[src/hdl/homophonic_cipher_codec_top_macros.svh]
`ifndef HOMOPHONIC_CIPHER_CODEC_TOP_MACROS_SVH
`define HOMOPHONIC_CIPHER_CODEC_TOP_MACROS_SVH

// same-cycle implication, checked while out of reset
`define HCC_ASSERT_NOW(lbl, clk, rst_n, ante, cons, msg) \
  lbl: assert property (@(posedge clk) disable iff (!rst_n) (ante) |-> (cons)) else $error(msg);

// next-cycle implication, checked while out of reset
`define HCC_ASSERT_NEXT(lbl, clk, rst_n, ante, cons, msg) \
  lbl: assert property (@(posedge clk) disable iff (!rst_n) (ante) |=> (cons)) else $error(msg);

`endif

[src/hdl/hcc_pkg.sv]
`default_nettype none

package hcc_pkg;

  // field widths
  localparam int unsigned LETTER_W     = 16;
  localparam int unsigned CODE_W       = 10;
  localparam int unsigned RND_W        = 31;
  localparam int unsigned LETTER_OUT_W = 9;
  localparam int unsigned KEY_LEN_W    = 5;
  localparam int unsigned CFG_DATA_W   = 60;
  localparam int unsigned CFG_IDX_W    = 2;
  localparam int unsigned KEY_LOW_W    = 60;
  localparam int unsigned KEY_MID_W    = 60;
  localparam int unsigned KEY_HIGH_W   = 48;

  // alphabet and code space
  localparam int unsigned ALPHA_N  = 35;
  localparam int unsigned IDX_W    = 6;
  localparam int unsigned BLK_W    = 5;
  localparam int unsigned KEY_MAX  = 28;
  localparam int unsigned CODE_MAX = 999;
  localparam int unsigned KEY_LEN_RESET = 2;

  // letters up to this index own 29 codes, the rest 28
  localparam int unsigned P_SPLIT = 19;
  localparam int unsigned MOD_HI  = 29;
  localparam int unsigned MOD_LO  = 28;
  localparam int unsigned TOP_HI  = MOD_HI - 1;
  localparam int unsigned TOP_LO  = MOD_LO - 1;

  // random word residue: nibble weights 16^i mod n, then fold 64 mod n
  localparam int unsigned NIB_N  = 8;
  localparam int unsigned PAD_W  = NIB_N * 4;
  localparam int unsigned SUM_W  = 11;
  localparam int unsigned FOLD_W = 7;
  localparam int unsigned T_W    = 8;
  localparam int unsigned FOLD29 = 6;
  localparam int unsigned FOLD28 = 8;

  localparam logic [4:0] W29 [NIB_N] = '{5'd1, 5'd16, 5'd24, 5'd7, 5'd25, 5'd23, 5'd20, 5'd1};
  localparam logic [4:0] W28 [NIB_N] = '{5'd1, 5'd16, 5'd4, 5'd8, 5'd16, 5'd4, 5'd8, 5'd16};

  // code / 35 as (code * 937) >> 15, exact over 10-bit codes
  localparam int unsigned RECIP_35    = 937;
  localparam int unsigned RECIP_SHIFT = 15;
  localparam int unsigned PROD_W      = 2 * CODE_W;

  localparam logic [LETTER_W-1:0] ALPHA [ALPHA_N] = '{
    16'h0061, 16'h0105, 16'h0062, 16'h0063, 16'h0107, 16'h0064, 16'h0065,
    16'h0119, 16'h0066, 16'h0067, 16'h0068, 16'h0069, 16'h006a, 16'h006b,
    16'h006c, 16'h0142, 16'h006d, 16'h006e, 16'h0144, 16'h006f, 16'h00f3,
    16'h0070, 16'h0071, 16'h0072, 16'h0073, 16'h015b, 16'h0074, 16'h0075,
    16'h0076, 16'h0077, 16'h0078, 16'h0079, 16'h007a, 16'h017a, 16'h017c
  };

  typedef enum logic [CFG_IDX_W-1:0] {
    CFG_KEY_LENGTH = 2'd0,
    CFG_KEY_LOW    = 2'd1,
    CFG_KEY_MID    = 2'd2,
    CFG_KEY_HIGH   = 2'd3
  } cfg_reg_e;

  typedef enum logic {
    FUNC_ENCRYPT = 1'b0,
    FUNC_DECRYPT = 1'b1
  } func_e;

  typedef struct packed {
    logic                func;
    logic [LETTER_W-1:0] letter_in;
    logic [CODE_W-1:0]   code_in;
    logic [RND_W-1:0]    random_word;
  } item_t;

  typedef struct packed {
    logic [KEY_LEN_W-1:0]            len;
    logic [KEY_MAX-1:0][IDX_W-1:0]   letters;
  } key_t;

  typedef struct packed {
    logic a;
    logic b;
    logic c;
    logic d;
  } en_t;

  typedef struct packed {
    logic              valid;
    logic              func;
    logic [IDX_W-1:0]  p;
    logic              sel29;
    logic [SUM_W-1:0]  s29;
    logic [SUM_W-1:0]  s28;
    logic [BLK_W-1:0]  m_dec;
    logic [CODE_W-1:0] code;
  } stage_a_t;

  typedef struct packed {
    logic              valid;
    logic              func;
    logic [IDX_W-1:0]  p;
    logic              sel29;
    logic [FOLD_W-1:0] f29;
    logic [FOLD_W-1:0] f28;
    logic [BLK_W-1:0]  m_dec;
    logic [IDX_W-1:0]  j;
  } stage_b_t;

  typedef struct packed {
    logic             valid;
    logic             func;
    logic [BLK_W-1:0] m;
    logic [IDX_W-1:0] pos;
  } stage_c_t;

  typedef struct packed {
    logic             valid;
    logic             func;
    logic [BLK_W-1:0] m;
    logic [IDX_W-1:0] pos;
    logic [IDX_W-1:0] k;
    logic             keyed;
  } stage_d_t;

  typedef struct packed {
    logic                    valid;
    logic                    func;
    logic [CODE_W-1:0]       code;
    logic [LETTER_OUT_W-1:0] letter;
  } res_t;

endpackage

`default_nettype wire

[src/hdl/hcc_if.sv]
`default_nettype none

interface hcc_in_if;
  logic                         valid;
  logic                         ready;
  logic                         func;
  logic [hcc_pkg::LETTER_W-1:0] letter_in;
  logic [hcc_pkg::CODE_W-1:0]   code_in;
  logic [hcc_pkg::RND_W-1:0]    random_word;

  modport source (output valid, func, letter_in, code_in, random_word, input ready);
  modport sink   (input valid, func, letter_in, code_in, random_word, output ready);
endinterface

interface hcc_out_if;
  logic                             valid;
  logic                             ready;
  logic                             func_out;
  logic [hcc_pkg::CODE_W-1:0]       code_out;
  logic [hcc_pkg::LETTER_OUT_W-1:0] letter_out;

  modport source (output valid, func_out, code_out, letter_out, input ready);
  modport sink   (input valid, func_out, code_out, letter_out, output ready);
endinterface

interface hcc_cfg_if;
  logic                           valid;
  logic                           ready;
  logic [hcc_pkg::CFG_IDX_W-1:0]  index;
  logic [hcc_pkg::CFG_DATA_W-1:0] data;

  modport source (output valid, index, data, input ready);
  modport sink   (input valid, index, data, output ready);
endinterface

`default_nettype wire

[src/hdl/hcc_decode.sv]
`default_nettype none

module hcc_decode (
  input  wire logic              clk_i,
  input  wire logic              rst_ni,
  input  wire logic              en_i,
  input  wire logic              valid_i,
  input  wire hcc_pkg::item_t    item_i,
  output hcc_pkg::stage_a_t      a_o
);

  hcc_pkg::stage_a_t                a_d, a_q;
  logic [hcc_pkg::IDX_W-1:0]        p;
  logic                             found;
  logic                             keep;
  logic [hcc_pkg::PAD_W-1:0]        rnd_ext;
  logic [3:0]                       nib;
  logic [hcc_pkg::SUM_W-1:0]        s29, s28;
  logic [hcc_pkg::PROD_W-1:0]       prod;

  always_comb begin
    // alphabet index of the letter, entries are distinct
    p     = '0;
    found = 1'b0;
    for (int i = 0; i < hcc_pkg::ALPHA_N; i++) begin
      if (item_i.letter_in == hcc_pkg::ALPHA[i]) begin
        p     = hcc_pkg::IDX_W'(i);
        found = 1'b1;
      end
    end

    // nibble-weighted residues of the random word
    rnd_ext = hcc_pkg::PAD_W'(item_i.random_word);
    s29     = '0;
    s28     = '0;
    for (int i = 0; i < hcc_pkg::NIB_N; i++) begin
      nib = rnd_ext[4*i +: 4];
      s29 = s29 + hcc_pkg::SUM_W'(nib) * hcc_pkg::SUM_W'(hcc_pkg::W29[i]);
      s28 = s28 + hcc_pkg::SUM_W'(nib) * hcc_pkg::SUM_W'(hcc_pkg::W28[i]);
    end

    prod = hcc_pkg::PROD_W'(item_i.code_in) * hcc_pkg::PROD_W'(hcc_pkg::RECIP_35);

    keep = (item_i.func == hcc_pkg::FUNC_DECRYPT)
         ? (item_i.code_in <= hcc_pkg::CODE_W'(hcc_pkg::CODE_MAX))
         : found;

    a_d.valid = valid_i && keep;
    a_d.func  = item_i.func;
    a_d.p     = p;
    a_d.sel29 = (p <= hcc_pkg::IDX_W'(hcc_pkg::P_SPLIT));
    a_d.s29   = s29;
    a_d.s28   = s28;
    a_d.m_dec = prod[hcc_pkg::RECIP_SHIFT +: hcc_pkg::BLK_W];
    a_d.code  = item_i.code_in;
  end

  always_ff @(posedge clk_i or negedge rst_ni) begin
    if (!rst_ni) begin
      a_q <= '0;
    end else if (en_i) begin
      a_q <= a_d;
    end
  end

  assign a_o = a_q;

endmodule

`default_nettype wire

[src/hdl/hcc_reduce.sv]
`default_nettype none

module hcc_reduce (
  input  wire logic              clk_i,
  input  wire logic              rst_ni,
  input  wire hcc_pkg::en_t      en_i,
  input  wire hcc_pkg::stage_a_t a_i,
  output hcc_pkg::stage_b_t      b_o,
  output hcc_pkg::stage_c_t      c_o
);

  hcc_pkg::stage_b_t            b_d, b_q;
  hcc_pkg::stage_c_t            c_d, c_q;
  logic [hcc_pkg::T_W-1:0]      t29, t28;
  logic [hcc_pkg::CODE_W-1:0]   jw;
  logic [hcc_pkg::FOLD_W-1:0]   r29, r28;
  logic [hcc_pkg::BLK_W-1:0]    rem, top, m_enc;

  // fold the residue sums twice by 64 mod n
  always_comb begin
    t29 = hcc_pkg::T_W'(a_i.s29[hcc_pkg::SUM_W-1:6]) * hcc_pkg::T_W'(hcc_pkg::FOLD29)
        + hcc_pkg::T_W'(a_i.s29[5:0]);
    t28 = hcc_pkg::T_W'(a_i.s28[hcc_pkg::SUM_W-1:6]) * hcc_pkg::T_W'(hcc_pkg::FOLD28)
        + hcc_pkg::T_W'(a_i.s28[5:0]);
    jw  = a_i.code - hcc_pkg::CODE_W'(a_i.m_dec) * hcc_pkg::CODE_W'(hcc_pkg::ALPHA_N);

    b_d.valid = a_i.valid;
    b_d.func  = a_i.func;
    b_d.p     = a_i.p;
    b_d.sel29 = a_i.sel29;
    b_d.f29   = hcc_pkg::FOLD_W'(t29[hcc_pkg::T_W-1:6]) * hcc_pkg::FOLD_W'(hcc_pkg::FOLD29)
              + hcc_pkg::FOLD_W'(t29[5:0]);
    b_d.f28   = hcc_pkg::FOLD_W'(t28[hcc_pkg::T_W-1:6]) * hcc_pkg::FOLD_W'(hcc_pkg::FOLD28)
              + hcc_pkg::FOLD_W'(t28[5:0]);
    b_d.m_dec = a_i.m_dec;
    b_d.j     = jw[hcc_pkg::IDX_W-1:0];
  end

  // final reduction and block pick
  always_comb begin
    r29 = b_q.f29;
    if (r29 >= hcc_pkg::FOLD_W'(2 * hcc_pkg::MOD_HI)) r29 = r29 - hcc_pkg::FOLD_W'(2 * hcc_pkg::MOD_HI);
    if (r29 >= hcc_pkg::FOLD_W'(hcc_pkg::MOD_HI))     r29 = r29 - hcc_pkg::FOLD_W'(hcc_pkg::MOD_HI);
    r28 = b_q.f28;
    if (r28 >= hcc_pkg::FOLD_W'(2 * hcc_pkg::MOD_LO)) r28 = r28 - hcc_pkg::FOLD_W'(2 * hcc_pkg::MOD_LO);
    if (r28 >= hcc_pkg::FOLD_W'(hcc_pkg::MOD_LO))     r28 = r28 - hcc_pkg::FOLD_W'(hcc_pkg::MOD_LO);

    rem   = b_q.sel29 ? r29[hcc_pkg::BLK_W-1:0] : r28[hcc_pkg::BLK_W-1:0];
    top   = b_q.sel29 ? hcc_pkg::BLK_W'(hcc_pkg::TOP_HI) : hcc_pkg::BLK_W'(hcc_pkg::TOP_LO);
    m_enc = top - rem;

    c_d.valid = b_q.valid;
    c_d.func  = b_q.func;
    c_d.m     = (b_q.func == hcc_pkg::FUNC_DECRYPT) ? b_q.m_dec : m_enc;
    c_d.pos   = (b_q.func == hcc_pkg::FUNC_DECRYPT) ? b_q.j : b_q.p;
  end

  always_ff @(posedge clk_i or negedge rst_ni) begin
    if (!rst_ni) begin
      b_q <= '0;
    end else if (en_i.b) begin
      b_q <= b_d;
    end
  end

  always_ff @(posedge clk_i or negedge rst_ni) begin
    if (!rst_ni) begin
      c_q <= '0;
    end else if (en_i.c) begin
      c_q <= c_d;
    end
  end

  assign b_o = b_q;
  assign c_o = c_q;

endmodule

`default_nettype wire

[src/hdl/hcc_map.sv]
`default_nettype none

module hcc_map (
  input  wire logic              clk_i,
  input  wire logic              rst_ni,
  input  wire logic              en_i,
  input  wire hcc_pkg::key_t     key_i,
  input  wire hcc_pkg::stage_c_t c_i,
  output hcc_pkg::stage_d_t      d_o,
  output hcc_pkg::res_t          res_o
);

  hcc_pkg::stage_d_t               d_d, d_q;
  logic [hcc_pkg::KEY_LEN_W-1:0]   eff_len;
  logic [hcc_pkg::IDX_W-1:0]       k_raw;
  logic [hcc_pkg::IDX_W:0]         diff, sum;
  logic [hcc_pkg::IDX_W-1:0]       off, idx;
  logic [hcc_pkg::CODE_W-1:0]      code;
  logic [hcc_pkg::LETTER_W-1:0]    letter;

  // key letter of the block
  always_comb begin
    eff_len = (key_i.len > hcc_pkg::KEY_LEN_W'(hcc_pkg::KEY_MAX))
            ? hcc_pkg::KEY_LEN_W'(hcc_pkg::KEY_MAX) : key_i.len;
    k_raw   = (c_i.m < hcc_pkg::BLK_W'(hcc_pkg::KEY_MAX)) ? key_i.letters[c_i.m] : '0;

    d_d.valid = c_i.valid;
    d_d.func  = c_i.func;
    d_d.m     = c_i.m;
    d_d.pos   = c_i.pos;
    d_d.k     = (k_raw >= hcc_pkg::IDX_W'(hcc_pkg::ALPHA_N))
              ? k_raw - hcc_pkg::IDX_W'(hcc_pkg::ALPHA_N) : k_raw;
    d_d.keyed = (c_i.m < eff_len);
  end

  always_ff @(posedge clk_i or negedge rst_ni) begin
    if (!rst_ni) begin
      d_q <= '0;
    end else if (en_i) begin
      d_q <= d_d;
    end
  end

  // shift within the alphabet, then code or letter
  always_comb begin
    diff = (hcc_pkg::IDX_W+1)'(d_q.pos) + (hcc_pkg::IDX_W+1)'(hcc_pkg::ALPHA_N)
         - (hcc_pkg::IDX_W+1)'(d_q.k);
    if (diff >= (hcc_pkg::IDX_W+1)'(hcc_pkg::ALPHA_N)) begin
      diff = diff - (hcc_pkg::IDX_W+1)'(hcc_pkg::ALPHA_N);
    end
    sum = (hcc_pkg::IDX_W+1)'(d_q.pos) + (hcc_pkg::IDX_W+1)'(d_q.k);
    if (sum >= (hcc_pkg::IDX_W+1)'(hcc_pkg::ALPHA_N)) begin
      sum = sum - (hcc_pkg::IDX_W+1)'(hcc_pkg::ALPHA_N);
    end
    off    = d_q.keyed ? diff[hcc_pkg::IDX_W-1:0] : d_q.pos;
    idx    = d_q.keyed ? sum[hcc_pkg::IDX_W-1:0] : d_q.pos;
    code   = hcc_pkg::CODE_W'(d_q.m) * hcc_pkg::CODE_W'(hcc_pkg::ALPHA_N)
           + hcc_pkg::CODE_W'(off);
    letter = hcc_pkg::ALPHA[idx];

    res_o.valid  = d_q.valid;
    res_o.func   = d_q.func;
    res_o.code   = (d_q.func == hcc_pkg::FUNC_DECRYPT) ? '0 : code;
    res_o.letter = (d_q.func == hcc_pkg::FUNC_DECRYPT)
                 ? letter[hcc_pkg::LETTER_OUT_W-1:0] : '0;
  end

  assign d_o = d_q;

endmodule

`default_nettype wire

[src/hdl/homophonic_cipher_codec_top.sv]
// channel  | dir | handshake    | payload
// ---------+-----+--------------+------------------------------------------
// in_i     | in  | valid/ready  | func, letter_in, code_in, random_word
// out_o    | out | valid/ready  | func_out, code_out, letter_out
// cfg_i    | in  | valid/ready  | index (register number), data
//
// one item per cycle while out_o is ready; each transaction passes
// through stages a, b, c, d and the output register, each loaded under
// its own enable
// an item that has no result (letter outside the alphabet, code above 999)
// is dropped when it enters stage a
// reset empties the pipeline and loads key length 2 and all-zero key letters
// a stall at the output fills bubbles first, then holds each stage in place

`include "homophonic_cipher_codec_top_macros.svh"

`default_nettype none

module homophonic_cipher_codec_top (
  input  wire logic  clk_i,
  input  wire logic  rst_ni,
  hcc_in_if.sink     in_i,
  hcc_out_if.source  out_o,
  hcc_cfg_if.sink    cfg_i
);

  // configuration registers
  logic [hcc_pkg::KEY_LEN_W-1:0]  key_len_q;
  logic [hcc_pkg::KEY_LOW_W-1:0]  key_low_q;
  logic [hcc_pkg::KEY_MID_W-1:0]  key_mid_q;
  logic [hcc_pkg::KEY_HIGH_W-1:0] key_high_q;
  hcc_pkg::key_t                  key;

  // pipeline
  hcc_pkg::item_t     item;
  hcc_pkg::en_t       en;
  logic               en_out;
  hcc_pkg::stage_a_t  st_a;
  hcc_pkg::stage_b_t  st_b;
  hcc_pkg::stage_c_t  st_c;
  hcc_pkg::stage_d_t  st_d;
  hcc_pkg::res_t      res;

  // output register
  logic                             out_v_q;
  logic                             out_func_q;
  logic [hcc_pkg::CODE_W-1:0]       out_code_q;
  logic [hcc_pkg::LETTER_OUT_W-1:0] out_letter_q;

  // config writes are always taken
  assign cfg_i.ready = 1'b1;

  always_ff @(posedge clk_i or negedge rst_ni) begin
    if (!rst_ni) begin
      key_len_q  <= hcc_pkg::KEY_LEN_W'(hcc_pkg::KEY_LEN_RESET);
      key_low_q  <= '0;
      key_mid_q  <= '0;
      key_high_q <= '0;
    end else if (cfg_i.valid) begin
      unique case (hcc_pkg::cfg_reg_e'(cfg_i.index))
        hcc_pkg::CFG_KEY_LENGTH: key_len_q  <= cfg_i.data[hcc_pkg::KEY_LEN_W-1:0];
        hcc_pkg::CFG_KEY_LOW:    key_low_q  <= cfg_i.data[hcc_pkg::KEY_LOW_W-1:0];
        hcc_pkg::CFG_KEY_MID:    key_mid_q  <= cfg_i.data[hcc_pkg::KEY_MID_W-1:0];
        hcc_pkg::CFG_KEY_HIGH:   key_high_q <= cfg_i.data[hcc_pkg::KEY_HIGH_W-1:0];
        default: ;
      endcase
    end
  end

  // key letter 0 sits in the lowest bits
  assign key.len     = key_len_q;
  assign key.letters = {key_high_q, key_mid_q, key_low_q};

  // each stage loads when it is empty or its successor moves on
  assign en_out = !out_v_q || out_o.ready;
  assign en.d   = !st_d.valid || en_out;
  assign en.c   = !st_c.valid || en.d;
  assign en.b   = !st_b.valid || en.c;
  assign en.a   = !st_a.valid || en.b;

  assign in_i.ready = en.a;

  assign item.func        = in_i.func;
  assign item.letter_in   = in_i.letter_in;
  assign item.code_in     = in_i.code_in;
  assign item.random_word = in_i.random_word;

  // stage a: letter lookup, random residues, code block estimate
  hcc_decode u_decode (
    .clk_i   (clk_i),
    .rst_ni  (rst_ni),
    .en_i    (en.a),
    .valid_i (in_i.valid),
    .item_i  (item),
    .a_o     (st_a)
  );

  // stages b and c: residue folding and block selection
  hcc_reduce u_reduce (
    .clk_i  (clk_i),
    .rst_ni (rst_ni),
    .en_i   (en),
    .a_i    (st_a),
    .b_o    (st_b),
    .c_o    (st_c)
  );

  // stage d: key letter, then code or letter mapping
  hcc_map u_map (
    .clk_i  (clk_i),
    .rst_ni (rst_ni),
    .en_i   (en.d),
    .key_i  (key),
    .c_i    (st_c),
    .d_o    (st_d),
    .res_o  (res)
  );

  always_ff @(posedge clk_i or negedge rst_ni) begin
    if (!rst_ni) begin
      out_v_q <= 1'b0;
    end else if (en_out) begin
      out_v_q <= res.valid;
    end
  end

  always_ff @(posedge clk_i) begin
    if (en_out) begin
      out_func_q   <= res.func;
      out_code_q   <= res.code;
      out_letter_q <= res.letter;
    end
  end

  assign out_o.valid      = out_v_q;
  assign out_o.func_out   = out_func_q;
  assign out_o.code_out   = out_code_q;
  assign out_o.letter_out = out_letter_q;

  // a valid code to decrypt always enters stage a
  `HCC_ASSERT_NEXT(a_dec_enters, clk_i, rst_ni,
    in_i.valid && in_i.ready && (in_i.func == hcc_pkg::FUNC_DECRYPT) && (in_i.code_in <= hcc_pkg::CODE_W'(hcc_pkg::CODE_MAX)),
    st_a.valid, "valid decrypt transaction did not enter stage a")

  // a held stage c keeps its item
  `HCC_ASSERT_NEXT(a_stage_c_holds, clk_i, rst_ni,
    st_c.valid && !en.d,
    st_c.valid && $stable(st_c.m) && $stable(st_c.pos), "stage c lost its item under stall")

  // decrypt results carry a real letter and no code
  `HCC_ASSERT_NOW(a_dec_result, clk_i, rst_ni,
    out_v_q && (out_func_q == hcc_pkg::FUNC_DECRYPT),
    (out_code_q == '0) && (out_letter_q >= hcc_pkg::LETTER_OUT_W'(hcc_pkg::ALPHA[0])),
    "decrypt result malformed")

  // encrypt results stay in the code space and carry no letter
  `HCC_ASSERT_NOW(a_enc_result, clk_i, rst_ni,
    out_v_q && (out_func_q == hcc_pkg::FUNC_ENCRYPT),
    (out_letter_q == '0) && (out_code_q <= hcc_pkg::CODE_W'(hcc_pkg::CODE_MAX)),
    "encrypt result malformed")

endmodule

`default_nettype wire
[src/flat_wrapper.sv]
// flat-port wrapper written by rule: the top's interface ports become plain ports
module homophonic_cipher_codec_top_flat 
  (clk_i, rst_ni, in_i_valid, in_i_func, in_i_letter_in, in_i_code_in, in_i_random_word, in_i_ready, out_o_valid, out_o_func_out, out_o_code_out, out_o_letter_out, out_o_ready, cfg_i_valid, cfg_i_index, cfg_i_data, cfg_i_ready);
  hcc_in_if in_i_i ();
  hcc_out_if out_o_i ();
  hcc_cfg_if cfg_i_i ();
  input  wire logic clk_i;
  input  wire logic rst_ni;
  input wire logic [$bits(in_i_i.valid)-1:0] in_i_valid;
  input wire logic [$bits(in_i_i.func)-1:0] in_i_func;
  input wire logic [$bits(in_i_i.letter_in)-1:0] in_i_letter_in;
  input wire logic [$bits(in_i_i.code_in)-1:0] in_i_code_in;
  input wire logic [$bits(in_i_i.random_word)-1:0] in_i_random_word;
  output wire logic [$bits(in_i_i.ready)-1:0] in_i_ready;
  output wire logic [$bits(out_o_i.valid)-1:0] out_o_valid;
  output wire logic [$bits(out_o_i.func_out)-1:0] out_o_func_out;
  output wire logic [$bits(out_o_i.code_out)-1:0] out_o_code_out;
  output wire logic [$bits(out_o_i.letter_out)-1:0] out_o_letter_out;
  input wire logic [$bits(out_o_i.ready)-1:0] out_o_ready;
  input wire logic [$bits(cfg_i_i.valid)-1:0] cfg_i_valid;
  input wire logic [$bits(cfg_i_i.index)-1:0] cfg_i_index;
  input wire logic [$bits(cfg_i_i.data)-1:0] cfg_i_data;
  output wire logic [$bits(cfg_i_i.ready)-1:0] cfg_i_ready;
  assign in_i_i.valid = in_i_valid;
  assign in_i_i.func = in_i_func;
  assign in_i_i.letter_in = in_i_letter_in;
  assign in_i_i.code_in = in_i_code_in;
  assign in_i_i.random_word = in_i_random_word;
  assign in_i_ready = in_i_i.ready;
  assign out_o_valid = out_o_i.valid;
  assign out_o_func_out = out_o_i.func_out;
  assign out_o_code_out = out_o_i.code_out;
  assign out_o_letter_out = out_o_i.letter_out;
  assign out_o_i.ready = out_o_ready;
  assign cfg_i_i.valid = cfg_i_valid;
  assign cfg_i_i.index = cfg_i_index;
  assign cfg_i_i.data = cfg_i_data;
  assign cfg_i_ready = cfg_i_i.ready;
  homophonic_cipher_codec_top u_core (.clk_i(clk_i), .rst_ni(rst_ni), .in_i(in_i_i), .out_o(out_o_i), .cfg_i(cfg_i_i));
endmodule
[config.mk]
export PLATFORM = sky130hd
export DESIGN_NAME = homophonic_cipher_codec_top_flat
export DESIGN_NICKNAME = d
export VERILOG_FILES = /design/src/hdl/hcc_pkg.sv /design/src/hdl/hcc_if.sv /design/src/hdl/hcc_decode.sv /design/src/hdl/hcc_reduce.sv /design/src/hdl/hcc_map.sv /design/src/hdl/homophonic_cipher_codec_top.sv /design/src/flat_wrapper.sv
export VERILOG_INCLUDE_DIRS = /design/src /design/src/hdl
export SDC_FILE = /design/constraint.sdc
export NUM_CORES = 1
export LEC_CHECK = 0
export ABC_CLOCK_PERIOD_IN_PS = 9700
export BUFFER_PORTS_ARGS = -buffer_cell sky130_fd_sc_hd__buf_4
export CAP_MARGIN = 25
export CORE_UTILIZATION = 64
export CTS_BUF_LIST = sky130_fd_sc_hd__clkbuf_4 sky130_fd_sc_hd__clkbuf_8
export DETAILED_ROUTE_END_ITERATION = 7
export PLACE_DENSITY = 0.94
export SYNTH_ARGS = -nofsm -noshare
export SYNTH_HDL_FRONTEND = slang
export SYNTH_SLANG_ARGS = --single-unit
[constraint.sdc]
create_clock -name clk_i -period 9.7 [get_ports clk_i]
set_input_delay 0.97 -clock clk_i [delete_from_list [all_inputs] [get_ports clk_i]]
set_output_delay 0.97 -clock clk_i [all_outputs]
set_load 0.02 [all_outputs]
## Yosys cells after proc, flatten, opt, wreduce, memory -nomap -nowiden

Memory sizes are Yosys's and may differ from the RTL's. A register that Yosys moved wholly into a read port is not among the register bits.
Index checks and enable logic that the tools add are counted.

- Multiply operators: 10
- Reduce and logical (&&, ||, !) cells: 17
- Eq/ne operators: 38
- Multiplexer cells: 87
- Shift operators: 0
- $lt $le $gt $ge: 13
- Divide/modulo/power cells: 0
- Bitwise gates (word level): 1
- $add $sub $neg: 30

Operators by type and width:

| operator | number |
|---|---|
| $eq A16 B7 Y1 const B | 26 |
| $mux W6 | 40 |
| $eq A16 B9 Y1 const B | 8 |
| $mux W1 | 37 |
| $add A11 B9 Y11 | 3 |
| $bmux W6 S5 | 1 |
| $ge A7 B6 Y1 const B | 4 |
| $mux W5 | 5 |
| $add A10 B7 Y11 | 2 |
| $add A11 B7 Y11 | 2 |
| $mul A10 B10 Y20 const B | 1 |
| $mul A4 B5 Y9 const B | 2 |
| $sub A6 B6 Y6 const B | 3 |
| $add A8 B6 Y8 | 2 |
| $eq A16 B8 Y1 const B | 1 |
| $add A5 B6 Y7 | 2 |
| $ge A7 B5 Y1 const B | 2 |
| $mul A4 B3 Y7 const B | 2 |
| $mux W7 | 2 |
| $sub A7 B6 Y7 const B | 2 |
| $add A11 B3 Y11 | 1 |
| $add A11 B6 Y11 | 1 |
| $add A11 B8 Y11 | 1 |
| $add A10 B6 Y10 | 1 |
| 31 further kinds | 45 |

- Memories: 1
- Input bits: 125
- Bits in writable memories: 0
- Bits in read-only memories: 1024
- Latch bits: 0
- Output and inout bits: 23
- Word-level logic and storage cells: 230
- Flip-flop bits (word level): 294

Memory list:

| memory | depth | bits a word | read ports | clocked after Yosys merged registers in | write ports | line | text |
|---|---|---|---|---|---|---|---|
| (name not given) | 64 | 16 | 1 | 1 | 0 | hcc_map.sv:59 | `letter = hcc_pkg::ALPHA[idx];` |

## Longest topological paths before layout

Gate-level depths: netlist (run 1).

- Word-level depth: 38
- Depth in mapped cells: 27
- Mapped depth without buffers: 27

## Cells and area by module

From an unflattened synthesis (run 1), not the netlist that was laid out.

- Cell total of the unflattened synthesis: 1860
- Area total of the unflattened synthesis: 22069.9 µm²

By module, submodules not included:

| module | area each (µm²) | cells an instance | instances | seq. area each (µm²) |
|---|---|---|---|---|
| homophonic_cipher_codec_top | 7078.0 | 397 | 1 | 4956.0 |
| hcc_decode | 6663.9 | 631 | 1 | 1151.1 |
| hcc_map | 4611.9 | 444 | 1 | 500.5 |
| hcc_reduce | 3716.1 | 388 | 1 | 1176.1 |

## Worst setup path before layout (run 1)

OpenSTA, ideal clock, no wires.

- Path kind: input -> register
- Start: input port in_i_random_word[8]
- End: register u_core.u_decode.a_q, in the netlist u_core.u_decode.a_o[36]
- Arrival time: 5.476 ns
- Stages on the path: 19
- Data required time: 9.564 ns
- Setup time: 0.136 ns
- Buffers on the path: 0
- Setup slack: 4.088 ns
- Path through: ha_1 -> fa_1 -> fa_1 -> inv_1 -> fa_1 -> fa_1 -> inv_1 -> fa_1 -> inv_1 -> fa_1 -> inv_1 -> ha_1 -> a21oi_1 -> o21bai_1 -> a21oi_1 -> o21bai_1 -> a21oi_1 -> xnor2_1 -> o21ai_0

- Cells in the longest elaborated chain, start to end: 7

RTL lines:

| item | line | text |
|---|---|---|
| start, declared | flat_wrapper.sv:13 | `input wire logic [$bits(in_i_i.random_word)-1:0] in_i_random_word;` |
| $mul A4 B2 Y6 | hcc_decode.sv:38 | `s29 = s29 + hcc_pkg::SUM_W'(nib) * hcc_pkg::SUM_W'(hcc_pkg::W29[i]);` |
| $add A9 B9 Y10 | hcc_decode.sv:38 |  |
| $add A10 B7 Y11 | hcc_decode.sv:38 |  |
| $add A11 B9 Y11 (3 in series) | hcc_decode.sv:38 |  |
| $add A11 B3 Y11 | hcc_decode.sv:38 |  |
| end signal, assigned | hcc_decode.sv:60 | `a_q <= '0;` |
| end signal, assigned | hcc_decode.sv:62 | `a_q <= a_d;` |
| end, declared | hcc_decode.sv:12 | `hcc_pkg::stage_a_t a_d, a_q;` |

No other way between the ends.
A chain may end at the register's enable or synchronous reset.

## Final worst setup path (run 1)

- Start: register u_core.u_map.d_q, in the netlist u_core.u_map.d_o[9]
- End: register u_core.out_code_q, in the netlist u_core.out_o.code_out[8] (data pin)

- Cells in the longest elaborated chain, start to end: 6
- Elaborated cells on any way between the ends: 7
- Those cells by class: add/sub: 4; order compare: 1; mux: 2

RTL lines:

| item | line | text |
|---|---|---|
| start, declared | hcc_map.sv:13 | `hcc_pkg::stage_d_t d_d, d_q;` |
| start signal, assigned | hcc_map.sv:38 | `d_q <= '0;` |
| start signal, assigned | hcc_map.sv:40 | `d_q <= d_d;` |
| $add A6 B6 Y7 | hcc_map.sv:46 | `diff = (hcc_pkg::IDX_W+1)'(d_q.pos) + (hcc_pkg::IDX_W+1)'(hcc_pkg::ALPHA_N)` |
| $sub A7 B6 Y7 | hcc_map.sv:47 | `- (hcc_pkg::IDX_W+1)'(d_q.k);` |
| $sub A6 B6 Y6 or $ge A7 B6 Y1 (tied branches) | hcc_map.sv:49, hcc_map.sv:48 |  |
| $mux W6 | hcc_map.sv:48 | `if (diff >= (hcc_pkg::IDX_W+1)'(hcc_pkg::ALPHA_N)) begin` |
| $mux W6 (*) | hcc_map.sv:55 | `off = d_q.keyed ? diff[hcc_pkg::IDX_W-1:0] : d_q.pos;` |
| $add A10 B6 Y10 (*) | hcc_map.sv:58 | `+ hcc_pkg::CODE_W'(off);` |
| end signal, assigned | homophonic_cipher_codec_top.sv:130 | `out_code_q <= res.code;` |
| end, declared | homophonic_cipher_codec_top.sv:47 | `logic [hcc_pkg::CODE_W-1:0] out_code_q;` |

Mark *: on every way between the ends. The rest lies on a longest branch, timed or not.

==> qor.csv, run 1 <==
metric,value,unit
status,"complete, no violations",
Main synth FF type,dfrtp_1,
Slew HR,29.9,%
port buffer count,146,
gr usage total,34.0,%
die span in x,184,µm
WL/cell,22.0,µm
Core ar.,32500,µm²
pin count of the biggest net entering global routing,139,
Max Slew Vio Count,0,
die span in y,184,µm
minimum clock period,6.03,ns
Worst Setup Start Kind,register,
CTS buffer count,46,
mapped cell area,21100,µm²
grt peak-use layer,met2,
Critical Path Fanout Max,6,
Post-CTS Setup Repair Bufs,0,
"wirelength, routed",55400,µm
syn nets,2341,
"Req. time, crit path",10.05,ns
Final #Nets,2478,
CTS tree,yes,
crit-path leading delay family,adder cells,
drt first pass iters,6,
I/O pins,148,
Max Cap Violations,0,
synthesized area per cell,11.1,µm²
Hold Path Class,in2async,
vias in the first global route,16900,
Max Fclk,166,MHz
"Top cell by count, worst path",ha_1,
Fin Clk Skew,0.0464,ns
CP max-delay cell,ha_1,
M1 GR Usage,39.5,%
Post-synth EDFFs,20,
n_diodes,0,
FILL cells,1894,
Final period util,62.2,%
initial antenna violation count,1,
Clock Path Buffers,3,
worst skew pair latency,0.61,ns
gp weighted congestion,0.941,
CTS H-Tree Depth,2,
TNS Setup,0,ns
clock sinks,303,
root buffer cell,clkbuf_8,
fin util,72.9,%
"critical path, cell by cell",inv_1 > ha_1 > inv_1 > ha_1 > a21o_1 > a21oi_1 > xnor2_1 > or3_1 > nor2_1 > o21a_1 > nor2_1 > xor2_1 > o21ai_0 > ha_1 > ha_1 > ha_1 > ha_1 > fa_1 > a21o_1 > a21o_1 > a21o_1 > a21oi_1 > xnor2_1 > nor2_1,
"FFs w/ async S/R, synth",93.4,%
cts hold-fix bufs,0,
"FF+latch count, synth",303,
Slew @ Worst Pin,1.05,ns
GRT Residual Overflow,0,
die area,33800,µm²
Area growth syn-to-layout,12.2,%
Post-Layout Cell Count,2515,
CP max stage delay,0.46,ns
ANT nets after route,0,
num rows,66,
DR iter-0 viols,1738,
share of cells above drive strength 1,24.0,%
Worst Path Arrival,6.38,ns
register area share after synthesis,36.3,%
YS warnings,0,
crit path kind,reg2reg,
drt drc,0,
Cells after DPL,2430,
post-synth cell types,86,
RSZ-0062 raised after global routing,false,
final hold violations,0,
final setup fails,0,
Mapped Cells,1902,
Resize count post-CTS,0,
CP Buf/Inv Count,2,
Avg Vias per Cell,6.44,
Final HPWL DP,36100,µm
critical path capture point type,register,
GR Util met2,58.3,%
via count,16200,
Starting Density,65.0,%
first-pass GRT wire length,89100,µm
Worst-path clk slew,0.07,ns
met3 usage,6.72,%
## per-stage QoR
step | cell area [µm²] | hold WS (ns) | setup slack [ns]
finish | 23700 | 0.474 | 3.67
global route | 23700 | 0.505 | 3.33
CTS | 23600 | 0.467 | 3.78
detailed placement | 22600 | 0.456 | 3.32
global placement | 22600 | 0.450 | 3.77
floorplan | 21100 | 0.422 | 4.09
## logic make-up after synthesis
logic type               after synthesis  synth area share [%]
adder cells (fa/ha/maj)              314                  22.2
other                                  1                0.0177
AND/OR/NAND/NOR                      385                  8.21
AO/OA/AOI/OAI                        296                  9.11
buffers and inverters                277                  5.13
flip-flops                           303                  36.3
multiplexers                         255                  16.0
XOR/XNOR                              71                  2.98
## layout make-up
class	count	area, µm²	area share, %
multi-input combinational	1322	12400	52.2
sequential	303	7690	32.4
timing repair buffer	162	1290	5.45
clock buffer	74	943	3.98
inverter	204	766	3.23
tap	442	553	2.33
clock inverter	8	95.1	0.401
## cell usage after synthesis (all sizes together), types with 24 or more instances
cell type | number | area share, %
clkbuf | 40 | 0.73
fa | 103 | 9.8
inv | 202 | 3.6
dfrtp | 282 | 33
a21o | 33 | 1.2
buf | 33 | 0.78
nor2 | 108 | 2.0
mux2 | 179 | 9.5
o21ai | 60 | 1.4
xor2 | 24 | 0.99
mux4 | 48 | 5.1
ha | 211 | 12
mux2i | 28 | 1.3
nand2 | 166 | 2.9
xnor2 | 47 | 2.0
a21oi | 101 | 2.4
## worst reg2reg max path, stage by stage, from the launching register on
cell     delay (ns)
dfrtp_1        0.38
inv_1          0.09
ha_1           0.46
inv_1          0.12
ha_1           0.31
a21o_1         0.19
a21oi_1        0.28
xnor2_1        0.16
or3_1          0.45
nor2_1         0.12
o21a_1         0.23
nor2_1         0.10
xor2_1         0.14
o21ai_0        0.17
ha_1           0.26
ha_1           0.28
ha_1           0.31
ha_1           0.23
fa_1           0.42
a21o_1         0.19
a21o_1         0.21
a21o_1         0.19
a21oi_1        0.25
xnor2_1        0.18
nor2_1         0.05
## layer usage
layer	routed length, µm	up-vias
met4	3770	2
met5	12	-
met2	27700	1049
met3	4390	342
li1	-	6857
met1	19600	7950
## path summary, 6_finish.rpt
check / to / cells past startpoint / slack (ns) / startpoint
min in group clk_i: u_core.u_map.d_o[10]$_DFFE_PN0P_ / 2 / 0.48 / u_core.u_reduce.c_o[3]$_DFFE_PN0P_
max in group asynchronous: u_core.u_map.d_o[18]$_DFFE_PN0P_ / 2 / 7.68 / rst_ni
setup reg to reg: u_core.out_o.code_out[8]$_SDFFCE_PP0P_ / 24 / 3.67 / u_core.u_map.d_o[9]$_DFFE_PN0P_
setup / recovery: u_core.out_o.code_out[8]$_SDFFCE_PP0P_ / 24 / 3.67 / u_core.u_map.d_o[9]$_DFFE_PN0P_
hold / removal: u_core.key_mid_q[41]$_DFFE_PN0P_ / 1 / 0.47 / rst_ni
hold reg to reg: u_core.u_map.d_o[10]$_DFFE_PN0P_ / 2 / 0.48 / u_core.u_reduce.c_o[3]$_DFFE_PN0P_
## state kept, by name, indices dropped and copies added (netlist names)
register / count
u_core.u_reduce.b_o: 34
u_core.u_map.d_o: 20
u_core.key_high_q: 48
u_core.key_mid_q: 60
u_core.u_reduce.c_o: 13
u_core.out_o.code_out: 10
u_core.out_o.func_out: 1
u_core.out_o.letter_out: 9
u_core.key_len_q: 5
u_core.out_o.valid: 1
u_core.u_decode.a_o: 42
u_core.key_low_q: 60
## placed cells by master (no fill, tap or decap), types with 5 or more instances in the layout
| master | count |
|---|---|
| nand3b_1 | 5 |
| o21bai_1 | 8 |
| nor3_1 | 17 |
| or3_1 | 5 |
| inv_1 | 200 |
| o211ai_1 | 5 |
| nor2b_1 | 16 |
| clkbuf_8 | 62 |
| mux2_2 | 178 |
| nor4_1 | 6 |
| nand2b_1 | 16 |
| xnor2_1 | 46 |
| and2_1 | 6 |
| and3_1 | 6 |
| dfrtp_1 | 280 |
| a21o_1 | 33 |
| o31ai_1 | 5 |
| o22ai_1 | 10 |
| edfxtp_1 | 20 |
| clkbuf_4 | 12 |
| mux4_2 | 48 |
| o21ai_0 | 58 |
| mux2i_1 | 28 |
| ha_1 | 211 |
| a21oi_1 | 100 |
| nor2_1 | 107 |
| nand2_1 | 166 |
| buf_4 | 157 |
| fa_1 | 103 |
| xor2_1 | 24 |
| nand3_1 | 13 |
| a31oi_1 | 6 |
| a211oi_1 | 9 |
| o21a_1 | 8 |
Power of run 1 is left out: the tool's default activity adds up to more than one toggle a clock period on the data nets, which glitch-free logic cannot reach.
==> run 2: changes to the inputs <==
Settings changed: ABC_CLOCK_PERIOD_IN_PS 9700 to 4950, CORE_UTILIZATION 64 to 57, PLACE_DENSITY 0.94 to 0.89.
Clock period 9.7 ns to 4.95 ns, I/O delays scaled along.
==> run 2 against run 1 <==
  * The run now ends with setup timing left
  * Global-route usage shrank 6.5 points
  * Via count shrank 3.8%
  * Routed wire length shrank 6.6%
  * Cell area grew 2.8%
  * Setup slack lost 3.9 ns
  * Sequential share of layout area shrank 0.87 points
==> qor.csv, run 2 (synthesized netlist as in run 1, its figures left out) <==
metric,value,unit,change
status,"complete, but fails checks",,"was complete, no violations"
failing checks,setup timing,,
gp weighted congestion,0.893,,was 0.941
FILL cells,2402,,was 1894
Max Fclk,193,MHz,was 166 MHz
Final period util,104,%,was 62.2%
"wirelength, routed",51700,µm,was 55400 µm
drt first pass iters,6,,unchanged
Worst Setup Start Kind,register,,unchanged
final setup fails,3,,was 0
pin count of the biggest net entering global routing,122,,was 139
Hold Path Class,in2reg,,was in2async
CTS H-Tree Depth,2,,unchanged
crit path kind,reg2reg,,unchanged
via count,15600,,was 16.2k
die area,37900,µm²,was 33800 µm²
GRT Residual Overflow,0,,unchanged
Critical Path Fanout Max,3,,was 6
"Req. time, crit path",5.27,ns,was 10.05 ns
CTS buffer count,47,,was 46
Starting Density,57.9,%,was 65.0%
I/O pins,148,,unchanged
ANT nets after route,0,,unchanged
DR iter-0 viols,1111,,was 1738
port buffer count,146,,unchanged
Fin Clk Skew,0.0294,ns,was 0.0464 ns
WL/cell,19.9,µm,was 22.0 µm
Worst Hold Path Cells,2,,
die span in y,195,µm,was 184 µm
drt drc,0,,unchanged
Core ar.,36500,µm²,was 32500 µm²
WL met2,26300,µm,was 27700 µm
Final HPWL DP,35400,µm,was 36100 µm
num rows,70,,was 66
die span in x,195,µm,was 184 µm
Worst-path clk slew,0.07,ns,about the same
hold slack,0.153,ns,was 0.474 ns
gr usage total,27.5,%,was 34.0%
first-pass GRT wire length,84000,µm,was 89100 µm
"commonest non-fill, non-tap cell in the layout",dfrtp_1,,unchanged
minimum clock period,5.17,ns,was 6.03 ns
worst skew pair latency,0.60,ns,was 0.61 ns
initial antenna violation count,0,,was 1
clock sinks,303,,unchanged
Max Slew Vio Count,0,,unchanged
Reg2Reg Depth,27,,was 24
final hold violations,0,,unchanged
most frequent cells in the layout,"dfrtp_1 (279), buf_4 (216), ha_1 (199), inv_1 (192), mux2_2 (178)",,"was dfrtp_1 (280), ha_1 (211), inv_1 (200), mux2_2 (178), nand2_1 (166)"
critical path capture point type,register,,unchanged
Clock Path Buffers,3,,unchanged
Slew @ Worst Pin,1.01,ns,was 1.05 ns
CTS tree,yes,,unchanged
Max Cap Violations,0,,unchanged
Area growth syn-to-layout,15.3,%,was 12.2%
biggest regs,"u_core.key_low_q: 60 flops, u_core.key_mid_q: 60 flops, u_core.key_high_q: 48 flops",,unchanged
root buffer cell,clkbuf_8,,unchanged
"worst slack, placed",-0.358,ns,was 3.32 ns
Slew HR,32.6,%,was 29.9%
Avg Vias per Cell,5.99,,was 6.44
RSZ-0062 raised after global routing,true,,was false
share of cells above drive strength 1,28.1,%,was 24.0%
Final #Nets,2537,,was 2478
DR WL met3,2910,µm,was 4390 µm
vias in the first global route,16800,,was 16.9k
DR top layer,met4,,was met5
met1 WL,20000,µm,was 19600 µm
n_diodes,0,,unchanged
post-route setup slack,-0.218,ns,was 3.67 ns
Worst Path Arrival,5.49,ns,was 6.38 ns
## run 2: changes by cell type in the layout (fill, tap and decap cells not counted), moves of 4 or more
cell,change
a21oi_1,-7
a21oi_2,+7
buf_4,+59
clkinv_2,+4
fa_1,-4
fa_2,+4
ha_1,-12
ha_4,+10
inv_1,-8
inv_2,+8
## run 2: layer usage
| metal | vias to the layer above | global-route usage (%) |
|---|---|---|
| li1 | 6959 | - |
| met1 | 7724 | 33.1 |
| met2 | 691 | 48.9 |
| met3 | 209 | 3.63 |
| met4 | 0 | 12.6 |
| met5 | - | 0 |
## run 2: layout make-up
type | instances | area, µm² | area share (%)
multi-input cells | 1322 | 12600 | 51.7
inverters | 204 | 766 | 3.14
well taps | 468 | 586 | 2.40
repair buffers | 220 | 1670 | 6.87
flip-flops and latches | 303 | 7690 | 31.5
clock inverters | 12 | 101 | 0.416
clock buffers | 74 | 962 | 3.95
## run 2: worst max-delay path, stage by stage, from the launching register on
cell and delay [ns]:
dfrtp_1 0.41, ha_4 0.28, inv_2 0.04, ha_4 0.19
a21o_1 0.18, a21oi_2 0.22, buf_4 0.16, o21bai_1 0.09
a21oi_1 0.19, xor2_1 0.24, o21a_4 0.19, nor2_2 0.05
xor2_1 0.14, o21ai_1 0.12, ha_1 0.28, ha_4 0.18
inv_2 0.05, fa_1 0.43, inv_2 0.12, ha_4 0.20
a21o_1 0.15, a21o_1 0.16, a21o_1 0.16, a21oi_2 0.16
nor2b_2 0.07, o21ai_1 0.17, xor2_1 0.18, nor2_1 0.07
## run 2: what timing repair did
item / in CTS / in global routing
buffers inserted: 8 / 1
endpoints found under the setup margin: 4 / 5
hold buffers: 1 / 0
pin swaps: 32 / 17
gates resized for setup: 22 / 9
endpoints found under the hold margin: 1 / 0
## run 2: final timing paths
path	startpoint	endpoint	slack [ns]
min	cfg_i_data[50]	u_core.key_low_q[50]$_DFFE_PN0P_	0.15
max reg2reg	u_core.u_map.d_o[3]$_DFFE_PN0P_	u_core.out_o.code_out[9]$_SDFFCE_PP0P_	-0.22
max	u_core.u_map.d_o[3]$_DFFE_PN0P_	u_core.out_o.code_out[9]$_SDFFCE_PP0P_	-0.22
min reg2reg	u_core.u_decode.a_o[26]$_DFFE_PN0P_	u_core.u_decode.a_o[26]$_DFFE_PN0P_	0.47
max in group asynchronous	rst_ni	u_core.u_decode.a_o[35]$_DFFE_PN0P_	3.18
min in group asynchronous	rst_ni	u_core.key_mid_q[53]$_DFFE_PN0P_	0.59
## run 2: per-stage QoR
| stage | std cells | setup TNS [ns] | util [%] | area, µm² |
|---|---|---|---|---|
| 3_3_place_gp | 2507 | -0.569 | 63.2 | 23100 |
| 5_1_grt | 2603 | -1.44 | 66.7 | 24400 |
| 3_5_place_dp | 2507 | -2.50 | 63.2 | 23100 |
| 4_1_cts | 2601 | -0.470 | 66.6 | 24300 |
| 6_report | 2603 | -0.526 | 66.7 | 24400 |
| 2_1_floorplan | 1902 | -0.0302 | - | 21200 |
Power of run 2 is left out for the same reason.
==> run 3: changes to the inputs <==
Settings changed: HOLD_SLACK_MARGIN from default to 0.05, REMOVE_ABC_BUFFERS from default to 1.
==> run 3 against run 2 <==
  * Setup slack improved by 0.061 ns
  * Largest cell class unchanged
  * Highest routed layer unchanged
  * Routed wire length fell by 3.1%
  * Clock skew rose by 0.013 ns
  * First-iteration DRC count fell by 7.4%
  * The run still ends with setup timing left
==> qor.csv, run 3 (synthesized netlist as in run 1, its figures left out) <==
metric,value,unit,change
"commonest non-fill, non-tap cell in the layout",dfrtp_1,,unchanged
Max Slew Vio Count,0,,unchanged
gp weighted congestion,0.901,,was 0.893
via count,15500,,was 15.6k
"wirelength, routed",50100,µm,was 51700 µm
FILL cells,2437,,was 2402
gr usage total,26.4,%,was 27.5%
Final HPWL DP,35000,µm,was 35400 µm
I/O pins,148,,unchanged
CTS buffer count,47,,unchanged
hold slack,0.131,ns,was 0.153 ns
final setup fails,3,,unchanged
initial antenna violation count,0,,unchanged
n_diodes,0,,unchanged
RSZ-0062 raised after global routing,true,,unchanged
R2R Setup Slk,-0.16,ns,was -0.22 ns
CTS H-Tree Depth,2,,unchanged
post-route setup slack,-0.157,ns,was -0.218 ns
die span in y,195,µm,unchanged
Max Cap Violations,0,,unchanged
worst skew pair latency,0.60,ns,about the same
pin count of the biggest net entering global routing,120,,was 122
Starting Density,57.9,%,unchanged
Reg2Reg Depth,24,,was 27
Worst-path clk slew,0.07,ns,about the same
critical path capture point,u_core.out_o.code_out[8]$_SDFFCE_PP0P_,,was u_core.out_o.code_out[9]$_SDFFCE_PP0P_
Slew HR,38.6,%,was 32.6%
Cells after DPL,2519,,was 2507
die area,37900,µm²,unchanged
clock sinks,303,,unchanged
Hold Path Class,in2reg,,unchanged
most frequent cells in the layout,"dfrtp_1 (280), buf_4 (227), ha_1 (201), inv_1 (193), mux2_2 (178)",,"was dfrtp_1 (279), buf_4 (216), ha_1 (199), inv_1 (192), mux2_2 (178)"
Worst Setup Start Kind,register,,unchanged
Core ar.,36500,µm²,unchanged
drt drc,0,,unchanged
Worst Path Arrival,5.42,ns,was 5.49 ns
DR iter-0 viols,1029,,was 1111
Post-Layout Cell Count,2619,,was 2603
port buffer count,146,,unchanged
drt first pass iters,7,,was 6
biggest regs,"u_core.key_low_q: 60 flops, u_core.key_mid_q: 60 flops, u_core.key_high_q: 48 flops",,unchanged
Slew @ Worst Pin,0.919,ns,was 1.01 ns
r2r startpoint,u_core.u_map.d_o[9]$_DFFE_PN0P_,,was u_core.u_map.d_o[3]$_DFFE_PN0P_
Final #Nets,2551,,was 2537
Clock Path Buffers,3,,unchanged
final hold violations,0,,unchanged
"Req. time, crit path",5.26,ns,was 5.27 ns
Final period util,103,%,was 104%
WL/cell,19.1,µm,was 19.9 µm
Critical Path Fanout Max,5,,was 3
die span in x,195,µm,unchanged
Fin Clk Skew,0.0429,ns,was 0.0294 ns
vias in the first global route,16400,,was 16.8k
status,"complete, but fails checks",,unchanged
critical path capture point type,register,,unchanged
first-pass GRT wire length,81200,µm,was 84000 µm
CTS tree,yes,,unchanged
Critical Path Start,u_core.u_map.d_o[9]$_DFFE_PN0P_,,was u_core.u_map.d_o[3]$_DFFE_PN0P_
ANT nets after route,0,,unchanged
Area growth syn-to-layout,15.7,%,was 15.3%
num rows,70,,unchanged
share of cells above drive strength 1,28.3,%,was 28.1%
root buffer cell,clkbuf_8,,unchanged
GRT Residual Overflow,0,,unchanged
crit path kind,reg2reg,,unchanged
failing checks,setup timing,,unchanged
Max Fclk,196,MHz,was 193 MHz
minimum clock period,5.11,ns,was 5.17 ns
reg2reg end,u_core.out_o.code_out[8]$_SDFFCE_PP0P_,,was u_core.out_o.code_out[9]$_SDFFCE_PP0P_
Avg Vias per Cell,5.91,,was 5.99
-- run 3: cell types whose count changed in the layout (fill, tap and decap cells not counted), moves of 3 or more --
| cell | change |
|---|---|
| buf_4 | +11 |
| clkbuf_4 | +10 |
| clkbuf_8 | -8 |
| clkinv_2 | -3 |
| fa_1 | +3 |
| fa_2 | -3 |
| ha_4 | -4 |
-- run 3: repair_timing --
action | 4_1_cts | 5_1_grt
endpoints found under the hold margin | 91 | 0
hold buffers | 1 | 0
pin swaps | 22 | 25
gates resized for setup | 14 | 28
setup buffers | 5 | 5
endpoints found under the setup margin | 4 | 10
-- run 3: area by class of cell --
cell class	count	area, µm²	area share (%)
well taps	468	586	2.39
flip-flops and latches	303	7690	31.4
multi-input cells	1322	12500	51.3
clock inverters	11	134	0.547
clock buffers	77	935	3.82
inverters	204	766	3.13
repair buffers	234	1800	7.37
-- run 3: metrics by stage --
stage | area (µm²) | worst slack (ns) | util (%) | TNS [ns]
floorplan | 20800 | -0.247 | - | -0.732
global placement | 23100 | -0.367 | 63.2 | -1.93
detailed placement | 23100 | -0.548 | 63.3 | -4.72
CTS | 24300 | -0.116 | 66.5 | -0.278
global route | 24500 | -0.369 | 67.0 | -1.16
finish | 24500 | -0.157 | 67.0 | -0.339
-- run 3: worst min path at each step --
stage	from	slack (ns)	end	cells past startpoint
2_1_floorplan	rst_ni	0.20	u_core.key_high_q[0]$_DFFE_PN0P_	0
3_3_place_gp	u_core.u_decode.a_o[45]$_DFFE_PN0P_	0.44	u_core.u_reduce.b_o[33]$_DFFE_PN0P_	1
3_5_place_dp	u_core.u_decode.a_o[45]$_DFFE_PN0P_	0.44	u_core.u_reduce.b_o[33]$_DFFE_PN0P_	1
4_1_cts	in_i_random_word[0]	0.11	u_core.u_decode.a_o[15]$_DFFE_PN0P_	3
5_1_grt	cfg_i_data[54]	0.13	u_core.key_low_q[54]$_DFFE_PN0P_	2
6_report	in_i_random_word[0]	0.13	u_core.u_decode.a_o[15]$_DFFE_PN0P_	3
-- run 3: worst max-delay path, stage by stage (launching register included) --
cell     delay, ns
dfrtp_1       0.39
inv_2         0.08
ha_4          0.21
buf_4         0.16
fa_1          0.56
nand2_1       0.08
or3_4         0.41
nor2_4        0.09
o21a_1        0.18
nor2_2        0.06
xor2_1        0.14
o21ai_1       0.07
ha_1          0.29
ha_2          0.17
inv_2         0.04
fa_1          0.50
inv_2         0.06
buf_6         0.11
fa_2          0.36
a21o_1        0.16
a21o_1        0.16
a21o_1        0.16
a21oi_2       0.15
xnor2_1       0.15
nor2_1        0.09
-- run 3: layer usage --
metal | part of all wire (%) | routed length, µm | vias up | global-route usage [%]
li1 | - | - | 7003 | -
met1 | 39 | 19600 | 7756 | 31.8
met2 | 52 | 25900 | 558 | 47.4
met3 | 5.3 | 2660 | 169 | 3.56
met4 | 3.9 | 1940 | 0 | 11.3
met5 | 0 | 0 | - | 0
Power of run 3 is left out for the same reason.
